## src/sv/assert_macros.svh

```systemverilog
// Assertion helpers included by particle_cell_binning_core.
// Each macro expects clk_i and rst_ni in the scope where it is used.
`ifndef ASSERT_MACROS_SVH
`define ASSERT_MACROS_SVH

// Property checked at every rising clock edge outside reset.
`define PCB_ASSERT(name, prop, msg) \
  name: assert property (@(posedge clk_i) disable iff (!rst_ni) (prop)) else $error(msg);

// Same-cycle implication checked outside reset.
`define PCB_ASSERT_IMP(name, pre, post, msg) \
  name: assert property (@(posedge clk_i) disable iff (!rst_ni) (pre) |-> (post)) \
    else $error(msg);

`endif

```

## src/sv/pcb_pkg.sv

```systemverilog
// ----------------------------------------------------------------------------
// pcb_pkg
// Shared widths, codes and types of the particle cell binning core.
// ----------------------------------------------------------------------------
package pcb_pkg;

  localparam int unsigned AXIS_BITS = 10;

  localparam int unsigned POS_W   = 32;
  localparam int unsigned INV_W   = 24;
  localparam int unsigned HALO_W  = 8;
  localparam int unsigned IDX_W   = 30;
  localparam int unsigned CLASS_W = 2;
  localparam int unsigned CFG_IDX_W = 3;

  // Reset values of the configuration registers
  localparam logic [INV_W-1:0]  INV_LEN_RESET    = INV_W'(65536);
  localparam int unsigned       GRID_RESET_COUNT = 16;
  localparam logic [HALO_W-1:0] HALO_RESET       = HALO_W'(1);

  typedef enum logic [CLASS_W-1:0] {
    CLASS_INNER    = 2'd0,
    CLASS_BOUNDARY = 2'd1,
    CLASS_HALO     = 2'd2
  } cell_class_e;

  typedef enum logic [CFG_IDX_W-1:0] {
    REG_ORIGIN_X  = 3'd0,
    REG_ORIGIN_Y  = 3'd1,
    REG_ORIGIN_Z  = 3'd2,
    REG_INV_LEN_X = 3'd3,
    REG_INV_LEN_Y = 3'd4,
    REG_INV_LEN_Z = 3'd5,
    REG_GRID_DIMS = 3'd6,
    REG_HALO      = 3'd7
  } cfg_reg_e;

  // Load enables of the three per-axis stages
  typedef struct packed {
    logic s0;
    logic s1;
    logic s2;
  } axis_adv_t;

endpackage

```

## src/sv/pcb_axis.sv

```systemverilog
// ----------------------------------------------------------------------------
// pcb_axis
// One axis of the binning pipeline: offset, reciprocal multiply, range check
// and halo/boundary classification over three register stages.
// ----------------------------------------------------------------------------
module pcb_axis #(
  parameter int unsigned AxisBits = pcb_pkg::AXIS_BITS
) (
  input  logic                          clk_i,
  input  pcb_pkg::axis_adv_t            adv_i,
  input  logic signed [pcb_pkg::POS_W-1:0] pos_i,
  input  logic [pcb_pkg::POS_W-1:0]     origin_i,
  input  logic [pcb_pkg::INV_W-1:0]     inv_len_i,
  input  logic [AxisBits-1:0]           count_i,
  input  logic [pcb_pkg::HALO_W-1:0]    halo_i,
  output logic [AxisBits-1:0]           coord_o,
  output logic                          in_range_o,
  output pcb_pkg::cell_class_e          class_o
);

  localparam int unsigned DiffW = pcb_pkg::POS_W + 1;
  localparam int unsigned ProdW = pcb_pkg::POS_W + pcb_pkg::INV_W;
  localparam int unsigned ClsW  = AxisBits + pcb_pkg::HALO_W + 2;

  // stage 0: exact signed offset
  logic [DiffW-1:0] diff_d, diff_q;

  assign diff_d = {pos_i[pcb_pkg::POS_W-1], pos_i} - {origin_i[pcb_pkg::POS_W-1], origin_i};

  always_ff @(posedge clk_i) begin
    if (adv_i.s0) begin
      diff_q <= diff_d;
    end
  end

  // stage 1: scale by reciprocal, keep the integer part
  logic [ProdW-1:0]          prod;
  logic [pcb_pkg::INV_W-1:0] cell_d, cell_q;
  logic                      neg_q;

  assign prod   = ProdW'(diff_q[pcb_pkg::POS_W-1:0]) * ProdW'(inv_len_i);
  assign cell_d = prod[ProdW-1:pcb_pkg::POS_W];

  always_ff @(posedge clk_i) begin
    if (adv_i.s1) begin
      cell_q <= cell_d;
      neg_q  <= diff_q[DiffW-1];
    end
  end

  // stage 2: range check and classification
  logic [ClsW-1:0]      c_w, h_w, h2_w, n_w;
  logic                 is_halo, is_bnd, in_range_d;
  pcb_pkg::cell_class_e class_d;

  assign c_w  = ClsW'(cell_q[AxisBits-1:0]);
  assign h_w  = ClsW'(halo_i);
  assign h2_w = ClsW'({halo_i, 1'b0});
  // zero halo width: lift the upper limit out of reach
  assign n_w  = ClsW'(count_i) + ClsW'(halo_i == '0);

  assign is_halo    = (c_w < h_w) || (c_w + h_w >= n_w);
  assign is_bnd     = (c_w < h2_w) || (c_w + h2_w >= n_w);
  assign in_range_d = !neg_q && (cell_q < pcb_pkg::INV_W'(count_i));

  always_comb begin
    if (is_halo) begin
      class_d = pcb_pkg::CLASS_HALO;
    end else if (is_bnd) begin
      class_d = pcb_pkg::CLASS_BOUNDARY;
    end else begin
      class_d = pcb_pkg::CLASS_INNER;
    end
  end

  always_ff @(posedge clk_i) begin
    if (adv_i.s2) begin
      coord_o    <= cell_q[AxisBits-1:0];
      in_range_o <= in_range_d;
      class_o    <= class_d;
    end
  end

endmodule

```

## config.mk

```make
export PLATFORM = sky130hd
export DESIGN_NAME = pcb_axis
export DESIGN_NICKNAME = d
export VERILOG_FILES = /design/src/sv/assert_macros.svh /design/src/sv/pcb_pkg.sv /design/src/sv/pcb_axis.sv
export SDC_FILE = /design/constraint.sdc
export NUM_CORES = 2
export LEC_CHECK = 0
export BUFFER_PORTS_ARGS = -buffer_cell sky130_fd_sc_hd__buf_4
export CORE_UTILIZATION = 70
export CTS_CLUSTER_DIAMETER = 100
export DETAILED_ROUTE_END_ITERATION = 6
export PLACE_DENSITY = 0.89
export REMOVE_ABC_BUFFERS = 1
export SYNTH_ARGS = -nofsm -noshare
export SYNTH_HDL_FRONTEND = slang
export SYNTH_SLANG_ARGS = --single-unit
```

## constraint.sdc

```tcl
create_clock -name clk_i -period 18.6 [get_ports clk_i]
set_input_delay 0.93 -clock clk_i [delete_from_list [all_inputs] [get_ports clk_i]]
set_output_delay 0.93 -clock clk_i [all_outputs]
set_load 0.01 [all_outputs]
```

==> impl_metrics.json <==
{
  "status": "complete, but fails checks",
  "failed_checks": "design-rule violations",
  "row_count": 74,
  "tritoncts": "built",
  "worst_path_max_delay_cell": "sky130_fd_sc_hd__o41ai_1",
  "final.min_clock_period_ns": 8.29,
  "netlist_area_um2": 29300,
  "cp_common_cell": "sky130_fd_sc_hd__fa_1",
  "die_h_um": 207,
  "hold_viol": 0,
  "critPathRequiredTime_ns": 18.72,
  "global_route.usage.total": 0.389,
  "drtAntennaViolNets": 0,
  "place_congestion": 1.00,
  "setup_viol": 0,
  "syn2layout_area_growth_pct": 5.33,
  "start_util": 0.714,
  "worst-endpoint-arrival_ns": 8.40,
  "hold_ws_ns": 0.591,
  "fp.dieW_um": 207,
  "grt.overflow.total": 0,
  "crit_family": "adder cells",
  "synth-seq-cells": 71,
  "synthesis.area_per_instance_um2": 9.16,
  "synth-seq-area-share": 0.0727,
  "design.final.nets": 4257,
  "initial_drt_markers": 2126,
  "cts-hold-fix-buffers": 0,
  "cts_inserted_buffers": 9,
  "post-route-period-util": 0.446,
  "start_kind": "register",
  "route.detailed.drc": 8,
  "clock_tree.root_cell": "sky130_fd_sc_hd__clkbuf_16",
  "timing.critical_path.cells": "and2_1 -> fa_1 -> inv_1 -> fa_1 -> inv_1 -> fa_1 -> inv_1 -> fa_1 -> inv_1 -> fa_1 -> fa_1 -> fa_1 -> ha_1 -> a21oi_1 -> nor2b_1 -> o41ai_1 -> a21boi_0 -> nand3b_1 -> a221o_1 -> a31oi_1 -> o21ai_0 -> xor2_1",
  "grt_setup_unrepaired": "no",
  "detailedRoute.firstPassIterationCount": 7,
  "grt_start_max_net_pins": 34,
  "holdCritPathClass": "reg2reg",
  "worst_pin_slew_ns": 1.29,
  "viasPerCell": 6.02,
  "level_count_of_the_clock_h_tree": 3,
  "avgRoutedWirePerCell_um": 20.9,
  "netlist_instances": 3202,
  "synth_async_sr_flop_share": 0,
  "ios": 123,
  "synth_flop_cell": "sky130_fd_sc_hd__edfxtp_1",
  "postCtsSetupBuffers": 0,
  "grt_pass1_vias": 25021,
  "cp_slowest_stage_delay_ns": 1.03,
  "clk_pin_slew_worst_paths_ns": 0.06,
  "drive_gt1_frac": 0.0519,
  "design.core.area_um2": 41100,
  "yosys_warnings": 0,
  "fill_cells": 2714,
  "io_buffer_count": 122,
  "numClockSinks": 71,
  "clock_insertion_delay_worst_skew_ns": 0.37,
  "maxCapViolCount": 0,
  "grt_first_pass_wirelength_um": 125000,
  "ctsLongestPathBuffers": 2,
  "worst_setup_path_end_kind": "register",
  "synth_cell_type_count": 57,
  "worstSetupPathType": "reg2reg",
  "routed-via-count": 22582,
  "clock.fmax_mhz": 121,
  "antenna_violations_before_repair": 3,
  "die_footprint_um2": 42700,
  "ctsResizeCount": 0,
  "totalWireLength_um": 78300,
  "worstPathBufferInverterCount": 4,
  "detailed_place_hpwl_um": 59300,
  "fin_skew_ns": 0.00908,
  "final-max-slew-violation-count": 0,
  "synth_enable_flop_cells": 71,
  "slew-limit-headroom": 0.141,
  "path_max_fanout": 24,
  "final_layout_setup_total_negative_slack_ns": 0
}
-- layout make-up --
cell class              instances  area, um2  area share
flip-flops and latches         71       2130      0.0690
clock buffers                   9        225     0.00729
repair buffers                146       1100      0.0355
clock inverters                 7        120     0.00389
multi-input cells            2228      23800       0.771
inverters                     756       2840      0.0918
well taps                     532        666      0.0215
diodes                          3       7.51    0.000243
-- cell usage after synthesis (all sizes together), types with 5 or more instances --
library cell  instances  share of area
nand2               425          0.054
nand3                20         0.0034
edfxtp               71          0.073
inv                 756          0.097
xnor2                52          0.016
nor3                 12         0.0020
nor2b                12         0.0026
o211ai                9         0.0023
and2                392          0.084
fa                  660           0.45
a31oi                 8         0.0017
and3                 10         0.0021
a211oi                5         0.0013
nand4                11         0.0023
ha                  275           0.12
a21oi                85          0.015
a21o                 41          0.010
clkbuf              146          0.019
o21bai               18         0.0046
xor2                 22         0.0066
o21ai                37         0.0063
a21boi                6         0.0015
nor4                  5         0.0011
nand2b               12         0.0026
nor2                 45         0.0058
o21a                 16         0.0041
-- path summary, 6_finish.rpt --
kind / startpoint / end / slack, ns / depth (start not counted)
max: diff_q[5]$_DFFE_PP_ / cell_q[12]$_DFFE_PP_ / 10.31 / 22
min: diff_q[32]$_DFFE_PP_ / neg_q$_DFFE_PP_ / 0.59 / 0
max reg2reg: diff_q[5]$_DFFE_PP_ / cell_q[12]$_DFFE_PP_ / 10.31 / 22
min reg2reg: diff_q[32]$_DFFE_PP_ / neg_q$_DFFE_PP_ / 0.59 / 0
-- registers in the layout, indices dropped and copies added (netlist names) --
register	count
class_o	2
neg_q	1
cell_q	24
diff_q	33
in_range_o	1
coord_o	10
-- metal layers --
layer  vias up  GRT usage  share of wire  routed length (um)
li1       9532          -              -                   -
met3       420     0.0970           0.12                9270
met2      1490      0.630           0.48               37300
met4         0      0.246          0.067                5230
met1     11140      0.467           0.34               26500
met5         -          0              0                   0
-- cells in the final DEF, fill, tap and decap left out, drive strengths merged, types with 22 or more instances in the layout --
cell      n
inv     757
fa      660
nand2   425
and2    392
ha      275
buf     146
a21oi    85
edfxtp   71
xnor2    52
nor2     45
a21o     41
o21ai    37
xor2     22
-- kinds of logic after synthesis --
| family | Yosys count | synth area share |
|---|---|---|
| DFF | 71 | 0.0727 |
| adders and majority gates | 935 | 0.568 |
| xor gates and xnor gates | 74 | 0.0221 |
| muxes | 2 | 0.000853 |
| buffers and inverters | 903 | 0.116 |
| AOI/OAI and AO/OA | 260 | 0.0579 |
| and+or+nand+nor | 957 | 0.163 |
-- metrics by stage --
step                       util  instances  setup WS [ns]  cell area (um2)
after detailed placement  0.743       3733          10.11            30500
after CTS                 0.751       3749          10.43            30900
after global placement    0.743       3733          10.34            30500
after global routing      0.751       3749           9.91            30900
after floorplan               -       3055          11.64            28800
final                     0.752       3752          10.31            30900
-- worst register-to-register path: cells and delay by family, from the launching register on --
kind                     cells  cell delay, ns
AO/OA/AOI/OAI                6            2.30
XOR/XNOR                     1            0.16
adder cells (fa/ha/maj)      8            3.68
buffers and inverters        4            0.20
flip-flops                   1            0.90
AND/OR/NAND/NOR              3            0.78
Power is not shown: default switching activity piles up to over one toggle a cycle in this logic, so the estimate is an artifact.
